--- src/rtl/tlru_pkg.sv ---
// shared types and constants for the two-tier lru cache core
// no dependencies; imported by every module in rtl/

package tlru_pkg;

  localparam int WAYS     = 16;
  localparam int KEY_BITS = 64;
  localparam int DATA_BITS = 64;
  localparam int RANK_W   = (WAYS > 1) ? $clog2(WAYS) : 1;
  localparam int CNT_W    = $clog2(WAYS + 1);
  localparam int CFG_W    = 5;
  localparam int OCC_W    = 5;

  localparam logic [0:0] REG_PRIMARY_CAP = 1'b0;
  localparam logic [0:0] REG_PRELOAD_CAP = 1'b1;

  localparam logic OP_PUT = 1'b0;
  localparam logic OP_GET = 1'b1;

  localparam logic TIER_PRIMARY = 1'b0;
  localparam logic TIER_PRELOAD = 1'b1;

  localparam logic [1:0] REQ_NONE = 2'd0;
  localparam logic [1:0] REQ_PUT  = 2'd1;
  localparam logic [1:0] REQ_GET  = 2'd2;

  localparam logic [CFG_W-1:0] CAP_RESET = CFG_W'(16);

  typedef struct packed {
    logic                 op;
    logic                 tier;
    logic [63:0]          key;
    logic [63:0]          payload;
  } in_t;

  typedef struct packed {
    logic                 hit;
    logic                 hit_tier;
    logic [63:0]          data_out;
    logic [OCC_W-1:0]     primary_count;
    logic [OCC_W-1:0]     preload_count;
  } out_t;

  typedef struct packed {
    logic                 apply;
    logic                 touch_en;
    logic                 write_en;
    logic [RANK_W-1:0]    touch_rank;
    logic                 insert_en;
    logic                 evict_en;
    logic [RANK_W-1:0]    evict_rank;
    logic [KEY_BITS-1:0]  key;
    logic [DATA_BITS-1:0] data;
  } cell_ctl_t;

  typedef struct packed {
    logic                 free_seen;
    logic                 hit;
    logic [RANK_W-1:0]    hit_rank;
    logic [DATA_BITS-1:0] hit_data;
  } chain_t;

endpackage

--- src/rtl/tlru_cell.sv ---
// one cache entry: key, data, recency rank and valid bit
// depends on tlru_pkg; chained by tlru_tier

module tlru_cell import tlru_pkg::*; (
  input  logic      clk,
  input  logic      rst,
  input  cell_ctl_t ctl,
  input  chain_t    chain_in,
  output chain_t    chain_out,
  output logic      held,
  output logic      match
);

  logic                 valid;
  logic [KEY_BITS-1:0]  key;
  logic [DATA_BITS-1:0] data;
  logic [RANK_W-1:0]    rank;
  logic                 is_evict;
  logic                 free;
  logic                 slot;

  assign held     = valid;
  assign match    = valid && (key == ctl.key);
  assign is_evict = ctl.evict_en && valid && (rank == ctl.evict_rank);
  assign free     = !valid || is_evict;
  assign slot     = free && !chain_in.free_seen;

  assign chain_out.free_seen = chain_in.free_seen | free;
  assign chain_out.hit       = chain_in.hit | match;
  assign chain_out.hit_rank  = chain_in.hit_rank | (match ? rank : '0);
  assign chain_out.hit_data  = chain_in.hit_data | (match ? data : '0);

  always_ff @(posedge clk) begin
    if (rst) begin
      valid <= 1'b0;
    end else if (ctl.apply && ctl.insert_en) begin
      if (slot) begin
        valid <= 1'b1;
      end else if (is_evict) begin
        valid <= 1'b0;
      end
    end
  end

  always_ff @(posedge clk) begin
    if (ctl.apply) begin
      if (ctl.touch_en) begin
        if (match) begin
          rank <= '0;
          if (ctl.write_en) begin
            data <= ctl.data;
          end
        end else if (valid && (rank < ctl.touch_rank)) begin
          rank <= rank + RANK_W'(1);
        end
      end
      if (ctl.insert_en) begin
        if (slot) begin
          key  <= ctl.key;
          data <= ctl.data;
          rank <= '0;
        end else if (valid && !is_evict) begin
          rank <= rank + RANK_W'(1);
        end
      end
    end
  end

endmodule

--- src/rtl/tlru_tier.sv ---
// one tier: a row of cells linked by a free/hit chain plus the occupancy count
// depends on tlru_pkg and tlru_cell

module tlru_tier import tlru_pkg::*; (
  input  logic                 clk,
  input  logic                 rst,
  input  logic                 apply,
  input  logic [1:0]           req,
  input  logic [CFG_W-1:0]     cap,
  input  logic [KEY_BITS-1:0]  key,
  input  logic [DATA_BITS-1:0] data,
  output logic                 hit,
  output logic [DATA_BITS-1:0] hit_data,
  output logic [CNT_W-1:0]     count_next
);

  chain_t             chain [WAYS+1];
  cell_ctl_t          ctl;
  logic [WAYS-1:0]    held_vec;
  logic [WAYS-1:0]    match_vec;
  logic [CNT_W-1:0]   occ;
  logic [CNT_W-1:0]   occ_dec;
  logic [CNT_W-1:0]   cap_eff;
  logic               over;

  assign chain[0] = '0;

  for (genvar i = 0; i < WAYS; i++) begin : g_cell
    tlru_cell u_cell (
      .clk       (clk),
      .rst       (rst),
      .ctl       (ctl),
      .chain_in  (chain[i]),
      .chain_out (chain[i+1]),
      .held      (held_vec[i]),
      .match     (match_vec[i])
    );
  end

  assign hit      = chain[WAYS].hit;
  assign hit_data = chain[WAYS].hit_data;
  assign cap_eff  = CNT_W'((32'(cap) > 32'(WAYS)) ? 32'(WAYS) : 32'(cap));
  assign occ_dec  = occ - CNT_W'(1);
  assign over     = ({1'b0, occ} + (CNT_W+1)'(1)) > {1'b0, cap_eff};

  always_comb begin
    ctl            = '0;
    ctl.apply      = apply;
    ctl.key        = key;
    ctl.data       = data;
    ctl.touch_rank = chain[WAYS].hit_rank;
    ctl.evict_rank = occ_dec[RANK_W-1:0];
    case (req)
      REQ_PUT: begin
        if (cap_eff != '0) begin
          if (hit) begin
            ctl.touch_en = 1'b1;
            ctl.write_en = 1'b1;
          end else begin
            ctl.insert_en = 1'b1;
            ctl.evict_en  = over;
          end
        end
      end
      REQ_GET: begin
        ctl.touch_en = hit;
      end
      default: begin
      end
    endcase
  end

  assign count_next = (ctl.insert_en && !over) ? occ + CNT_W'(1) : occ;

  always_ff @(posedge clk) begin
    if (rst) begin
      occ <= '0;
    end else if (apply) begin
      occ <= count_next;
    end
  end

  a_occ_bound: assert property (@(posedge clk) disable iff (rst)
    32'(occ) <= WAYS)
    else $error("tier occupancy above way count");

  a_occ_tracks_valid: assert property (@(posedge clk) disable iff (rst)
    32'($countones(held_vec)) == 32'(occ))
    else $error("tier occupancy differs from valid cells");

  a_unique_key: assert property (@(posedge clk) disable iff (rst)
    $onehot0(match_vec))
    else $error("key held in more than one cell");

endmodule

--- config.mk ---
export PLATFORM = sky130hd
export DESIGN_NAME = tlru_tier
export DESIGN_NICKNAME = d
export VERILOG_FILES = /design/src/rtl/tlru_pkg.sv /design/src/rtl/tlru_cell.sv /design/src/rtl/tlru_tier.sv
export SDC_FILE = /design/constraint.sdc
export NUM_CORES = 2
export LEC_CHECK = 0
export ABC_CLOCK_PERIOD_IN_PS = 8680
export BUFFER_PORTS_ARGS = -buffer_cell sky130_fd_sc_hd__buf_2
export CAP_MARGIN = 20
export CORE_AREA = 2 2 474 476
export CTS_BUF_LIST = sky130_fd_sc_hd__clkbuf_4 sky130_fd_sc_hd__clkbuf_8 sky130_fd_sc_hd__clkbuf_16
export DETAILED_ROUTE_END_ITERATION = 8
export DIE_AREA = 0 0 476 478
export PLACE_DENSITY = 0.62
export SETUP_SLACK_MARGIN = 0.15
export SYNTH_ARGS = -nofsm -noshare
export SYNTH_HDL_FRONTEND = slang
export SYNTH_SLANG_ARGS = --single-unit
--- constraint.sdc ---
create_clock -name clk -period 8.68 [get_ports clk]
set_input_delay 0.434 -clock clk [delete_from_list [all_inputs] [get_ports clk]]
set_output_delay 0.434 -clock clk [all_outputs]
set_load 0.02 [all_outputs]
* Yosys cells after proc, flatten, opt, wreduce, memory -nomap -nowiden
Index checks and enable logic that the tools add are counted.
** Cells by class
- Add/sub/neg operators :: 19
- Magnitude comparators :: 18
- Equality and inequality tests :: 34
- Muxes and demuxes :: 249
- Bitwise operators :: 59
- Reduce and logical (&&, ||, !) cells :: 210
** Operator list (number)
- two-way mux 64 bit :: 96
- == test 64 bit :: 16
- OR 64 bit :: 15
- two-way mux 4 bit :: 112
- logical AND 1 bit :: 97
- adder 4 x 1 -> 4 bit, second input constant :: 16
- == test 4 bit :: 16
- < comparator 4 bit :: 16
- OR 4 bit :: 15
- zero test 1 bit :: 48
- AND reduction 3 bit :: 16
- two-way mux 1 bit :: 33
- AND reduction 2 bit :: 16
- nonzero test 2 bit :: 16
- OR 1 bit :: 29
- logical OR 1 bit :: 16
- two-way mux 2 bit :: 5
- two-way mux 5 bit :: 2
- adder 5 x 1 -> 6 bit, second input constant :: 1
- greater-than comparator 6 x 5 -> 1 bit :: 1
- adder 5 x 1 -> 5 bit, second input constant :: 1
- greater-than comparator 5 bit, second input constant :: 1
- nonzero test 5 bit :: 1
- subtractor 4 x 1 -> 4 bit, second input constant :: 1
- other kinds (3) :: 3
** Word-level totals
- Register bits :: 2133
- Bits of input ports :: 138

* Longest topological paths before layout
- Depth in word-level cells :: 41
- Depth in mapped cells :: 19

* Modules after synthesis
From an unflattened synthesis, not the netlist that was laid out.
** Second synthesis, totals
- Cells, all modules :: 7618
- Area, all modules :: 111415.6 um^2
** Modules (own cells, without submodules)
- tlru_cell :: times used 16, cells each 471, area an instance 6920.4 um^2, seq. area each 3983.8 um^2
- tlru_tier :: times used 1, cells each 82, area an instance 689.4 um^2, seq. area each 100.1 um^2

* Worst setup path after synthesis
OpenSTA, ideal clock, no wires.
- Kind :: register to register
- Start :: register occ[0]
- End :: register g_cell[1].u_cell.key[0] (enable)
- Arrival :: 6293 ps
- Required time :: 8187 ps
- Slack :: 1893 ps
- Cell stages (with the launch flop) :: 15
- Cell sequence :: dfxtp_1 -> buf_4 -> buf_1 -> inv_1 -> ha_1 -> ha_1 -> nor2b_1 -> o21a_1 -> o21ai_0 -> a21oi_1 -> o21ai_1 -> o21ai_0 -> nor3_2 -> nand2_1 -> nor2b_1
** Between the ends
- Longest elaborated chain between the ends :: 11
- Elaborated cells between the ends (all ways) :: 17
- Those cells by class :: add/sub: 2; order compare: 1; eq/ne: 2; mux: 3; reduce/logical: 9
** RTL lines
- start, declared :: line tlru_tier.sv:21 : logic [CNT_W-1:0] occ;
- start signal, assigned :: line tlru_tier.sv:79 : occ <= count_next;
- adder 5 x 1 -> 6 bit :: line tlru_tier.sv:44 : assign over = ({1'b0, occ} + (CNT_W+1)'(1)) > {1'b0, cap_eff};
- greater-than comparator 6 x 5 -> 1 bit :: line tlru_tier.sv:44
- two-way mux 2 bit :: line tlru_tier.sv:56 : if (hit) begin
- two-way mux 2 bit :: line tlru_tier.sv:55 : if (cap_eff != '0) begin
- two-way mux 2 bit :: line tlru_tier.sv:53 : case (req)
- logical AND 1 bit (2 in a row) :: line tlru_cell.sv:24 : assign is_evict = ctl.evict_en && valid && (rank == ctl.evict_rank);
- logical OR 1 bit :: line tlru_cell.sv:25 : assign free = !valid || is_evict;
- zero test 1 bit :: line tlru_cell.sv:26 : assign slot = free && !chain_in.free_seen;
- logical AND 1 bit * :: line tlru_cell.sv:26
- AND reduction 3 bit (no line) *
- end signal, assigned :: line tlru_cell.sv:59 : key <= ctl.key;
- end, declared :: line tlru_cell.sv:15 : logic [KEY_BITS-1:0] key;
Mark *: on every way between the ends. The rest lies on a longest branch, timed or not.
A chain may end at the register's enable or synchronous reset.

* Worst setup path after layout
- Start :: input port key[2]
- End :: output port hit_data[2]
** Between the ends
- Longest elaborated chain between the ends :: 18
- Elaborated cells between the ends (all ways) :: 63
- Those cells by class :: eq/ne: 16; mux: 16; bitwise: 15; reduce/logical: 16
** RTL lines
- start, declared :: line tlru_tier.sv:10 : input logic [KEY_BITS-1:0] key,
- == test 64 bit :: line tlru_cell.sv:23 : assign match = valid && (key == ctl.key);
- logical AND 1 bit :: line tlru_cell.sv:23
- two-way mux 64 bit :: line tlru_cell.sv:31 : assign chain_out.hit_data = chain_in.hit_data | (match ? data : '0);
- OR 64 bit (14 in a row) :: line tlru_cell.sv:31
- OR 64 bit * :: line tlru_cell.sv:31
- end, declared :: line tlru_tier.sv:13 : output logic [DATA_BITS-1:0] hit_data,
Marks and branches as above.

==> results by group <==
Worst setup path
  – Worst Path Buf+Inv: 7
  – CP endpoint kind: output pin
  – Critical path's largest stage delay: slightly below 0.8 ns
  – CP max FO: 36
  – Critical path's most frequent cell: buf_4
  – Setup slack, reg-to-reg: 2.42 ns
  – Crit path kind: input pin to output pin
  – Arrival time at the worst endpoint: about 6.4 ns
  – Startpoint types: input pin
  – CP max stage cell: nor2_4
  – Delay-heaviest family, CP: buffers and inverters
  – WP data required: slightly above 8 ns
  – Critical-path cell list: dlygate4sd3_1, buf_2, buf_4, inv_1, a2111oi_0, and3_1, nand3_1, nor2_4, buf_4, buf_4, a22o_1, a221oi_1, and3_1, nand4_1, buf_2

GRT
  – First-pass GRT wire length: about 490000 µm
  – Vias in the first global route: around 67k
  – Aggregate global-route resource usage: between 20% and 30%
  – Initial antenna violation count: 20
  – Gr ovfl total: 0
  – Largest net degree at the start of global routing: approximately 170

STA
  – Worst Tran Pin Value: approximately 1.3 ns
  – Slew HR: ~15%
  – Tcrit/Tclk final: between 70% and 80%
  – Max Fclk: ~150 MHz
  – Number of setup violations in the final report: 0
  – Clock Skews: between 0.05 and 0.06 ns
  – TNS Setup: 0 ns
  – Hold Vio Cnt, Final: 0
  – RSZ-0062 raised after global routing: false
  – Max-slew violations: 0
  – Final min period: roughly 6.9 ns
  – Post-route setup slack: 1.804 ns

CTS
  – Clock Path Buffers: 3
  – CTS sink count: about 2.1k
  – Clock Latency Late Sink: ~0.90 ns
  – Clock transition at path regs: 0.06 ns
  – CTS tree: done
  – H-tree depth: 4
  – CTS Root Cell: clkbuf_16
  – Num CTS Buffers: 224

Power
  – Worst VDD drop: around 0.20 mV
  – Switching power: between 0.005 and 0.006 W
  – Pwr/cell area: approximately 200 mW/mm²
  – Sequential share of power: around 50%
  – Int Pwr: about 0.018 W
  – Clock share of power: a little over two fifths
  – Leak: between 30 and 40 nW
  – Sw Share: around 23%
  – Gate power share: around 6.2%

Cells and area
  – Non-Filler Instances: between 10k and 15k
  – Post-layout nets: 7712
  – Layout cells sized above 1: roughly a fifth
  – Final Instance Area: 0.1162 mm²
  – Synth-to-Final Area Change: 11.93%

Yosys
  – Number of synthesized register bits: roughly 2.1k
  – Yosys top cell area share: just over 60%
  – Top cells by area, synth: edfxtp_1, mux2_2, xnor2_1
  – Synth warnings: 0
  – Netlist Area Pre-Place: around 0.10 mm²
  – Post-Syn Instances: a little over 7k
  – Largest area contributor in the netlist: edfxtp_1
  – Sequential area share after synthesis: roughly 61%
  – Syn_nets: around 7.5k
  – EDFF count, synth: about 2.1k
  – Syn Area/Cell: approximately 14 µm²
  – Post-synth ARST share: 0%
  – Synth unique cells: just under 90
  – Post-synth top flop: edfxtp_1

Detailed routing
  – WL final: about 350000 µm
  – Drt first pass iters: 8
  – DRT antenna net count: 0
  – Vias: 68.67k
  – Drc violations: 0
  – DRC violation total after the first TritonRoute iteration: ~9.0k
  – Post-DR vias/cell: about 6.4
  – DR WL/cell: 32.29 µm

Place
  – Placed cells: 10.24k
  – PortBufs: about 210
  – RePlAce Congestion: between 0.9 and 1
  – Post-DP HPWL: roughly 210000 µm
  – DP Area: between 0.1 and 0.15 mm²
  – Post-Place Setup Slack: around 1.6 ns

Die
  – Die width: between 400 and 500 µm
  – Area of the core: around 0.22 mm²
  – Initial Util: a little under half
  – I/O pin cnt: approximately 210
  – Die Ht: about 480 µm
  – Std cell rows: ~170
  – DIE AREA: between 0.2 and 0.25 mm²

Run
  – Maxcap violations: 0

Min path
  – HP Class: input pin to flip-flop

Status
  – Outcome: finished, final reports clean
placed cells by master, fill, tap and decap left out, types with 13 or more instances in the layout:
master / instances
a21o_1: 17
a21oi_1: 70
a221oi_1: 147
a22o_1: 153
a22oi_1: 255
and3_1: 70
buf_12: 25
buf_2: 208
buf_4: 211
bufinv_16: 24
clkbuf_16: 226
clkbuf_4: 61
clkinv_1: 49
clkinv_2: 31
dfxtp_1: 21
dlygate4sd3_1: 25
edfxtp_1: 2112
ha_1: 73
inv_1: 122
mux2_1: 366
mux2_2: 659
mux2i_1: 13
nand2_1: 115
nand2b_1: 408
nand3_1: 117
nand4_1: 407
nor2_1: 98
nor2_4: 13
nor2b_1: 49
nor3_1: 77
nor4_1: 153
nor4b_1: 15
o2111ai_1: 65
o21ai_0: 70
o22ai_1: 18
or3_1: 35
or4_1: 21
xnor2_1: 638
xor2_1: 203
kinds of logic after synthesis:
kind of cell	count (synthesis)	share of synthesized area (%)
flip-flops	2133	61.49
AND/OR/NAND/NOR	1649	9.396
multiplexers	1038	11.24
AO/OA/AOI/OAI	934	6.988
XOR/XNOR	843	7.111
buffers and inverters	574	2.895
adder cells (fa/ha/maj)	73	0.8797
cells in the mapped netlist, types with 35 or more instances:
library cell	n
nor3_1	79
nor2b_1	50
or3_1	35
and3_1	73
nor4_1	153
a221oi_1	147
nor2_1	112
nand3_1	117
ha_1	73
buf_2	104
xnor2_1	639
mux2_2	659
mux2_1	366
a21oi_1	70
nand4_1	407
inv_1	132
o21ai_0	70
buf_4	110
a22o_1	154
edfxtp_1	2112
xor2_1	204
a22oi_1	256
o2111ai_1	65
clkbuf_1	177
nand2b_1	408
nand2_1	115
worst paths after layout:
path	from	end	cells past startpoint
worst max-delay path	key[2]	hit_data[2]	15
worst max register to register	g_cell[2].u_cell.key[22]	g_cell[9].u_cell.rank[3]	16
worst min register to register	occ[4]	occ[4]	2
worst min-delay path	key[50]	g_cell[8].u_cell.key[50]	1
state kept, by name (all words and copies together) (netlist names), named ones only:
name and count:
g_cell.u_cell.data 1024, g_cell.u_cell.key 1024, occ 5, g_cell.u_cell.held 16
g_cell.u_cell.rank 60
final cells by class:
type | count | area, µm²
tap | 2992 | 3744
timing repair buffer | 470 | 3391
inverter | 135 | 509.2
clock buffer | 287 | 6113
sequential | 2133 | 63840
fill | 18760 | 106900
clock inverter | 128 | 1389
antenna | 5 | 12.51
multi-input combinational | 4537 | 37210
power groups by stage:
stage | logic, W | registers (W) | clock network, W
after detailed placement | 0.00141 | 0.0121 | 0
after floorplan | 0.000785 | 0.0120 | 0
final | 0.00144 | 0.0119 | 0.00989
after global routing | 0.00152 | 0.0119 | 0.0104
after CTS | 0.00143 | 0.0119 | 0.00999
after global placement | 0.00138 | 0.0121 | 0
timing repair:
| action | in CTS | in global routing |
|---|---|---|
| hold buffers | 25 | 0 |
| hold endpoints to repair | 70 | 0 |
| buffers inserted | 0 | 0 |
| gates resized for setup | 0 | 0 |
layer usage:
| metal | GRT usage [%] | up-vias | part of all wire, % |
|---|---|---|---|
| li1 | - | 28920 | - |
| met1 | 41.15 | 35500 | 41 |
| met2 | 47.09 | 3580 | 46 |
| met3 | 4.526 | 662 | 8.2 |
| met4 | 11.33 | 6 | 4.2 |
| met5 | 0 | - | 0.012 |
through the flow:
stage	hold WS, ns	total power [W]	utilization (%)
2_1_floorplan	0.4898	0.01280	-
3_3_place_gp	0.5308	0.01345	48.58
3_5_place_dp	0.5399	0.01350	48.60
4_1_cts	0.00003242	0.02329	52.07
5_1_grt	0.004982	0.02381	52.08
6_report	0.03744	0.02320	52.08
(Power assumes the default switching activity.)
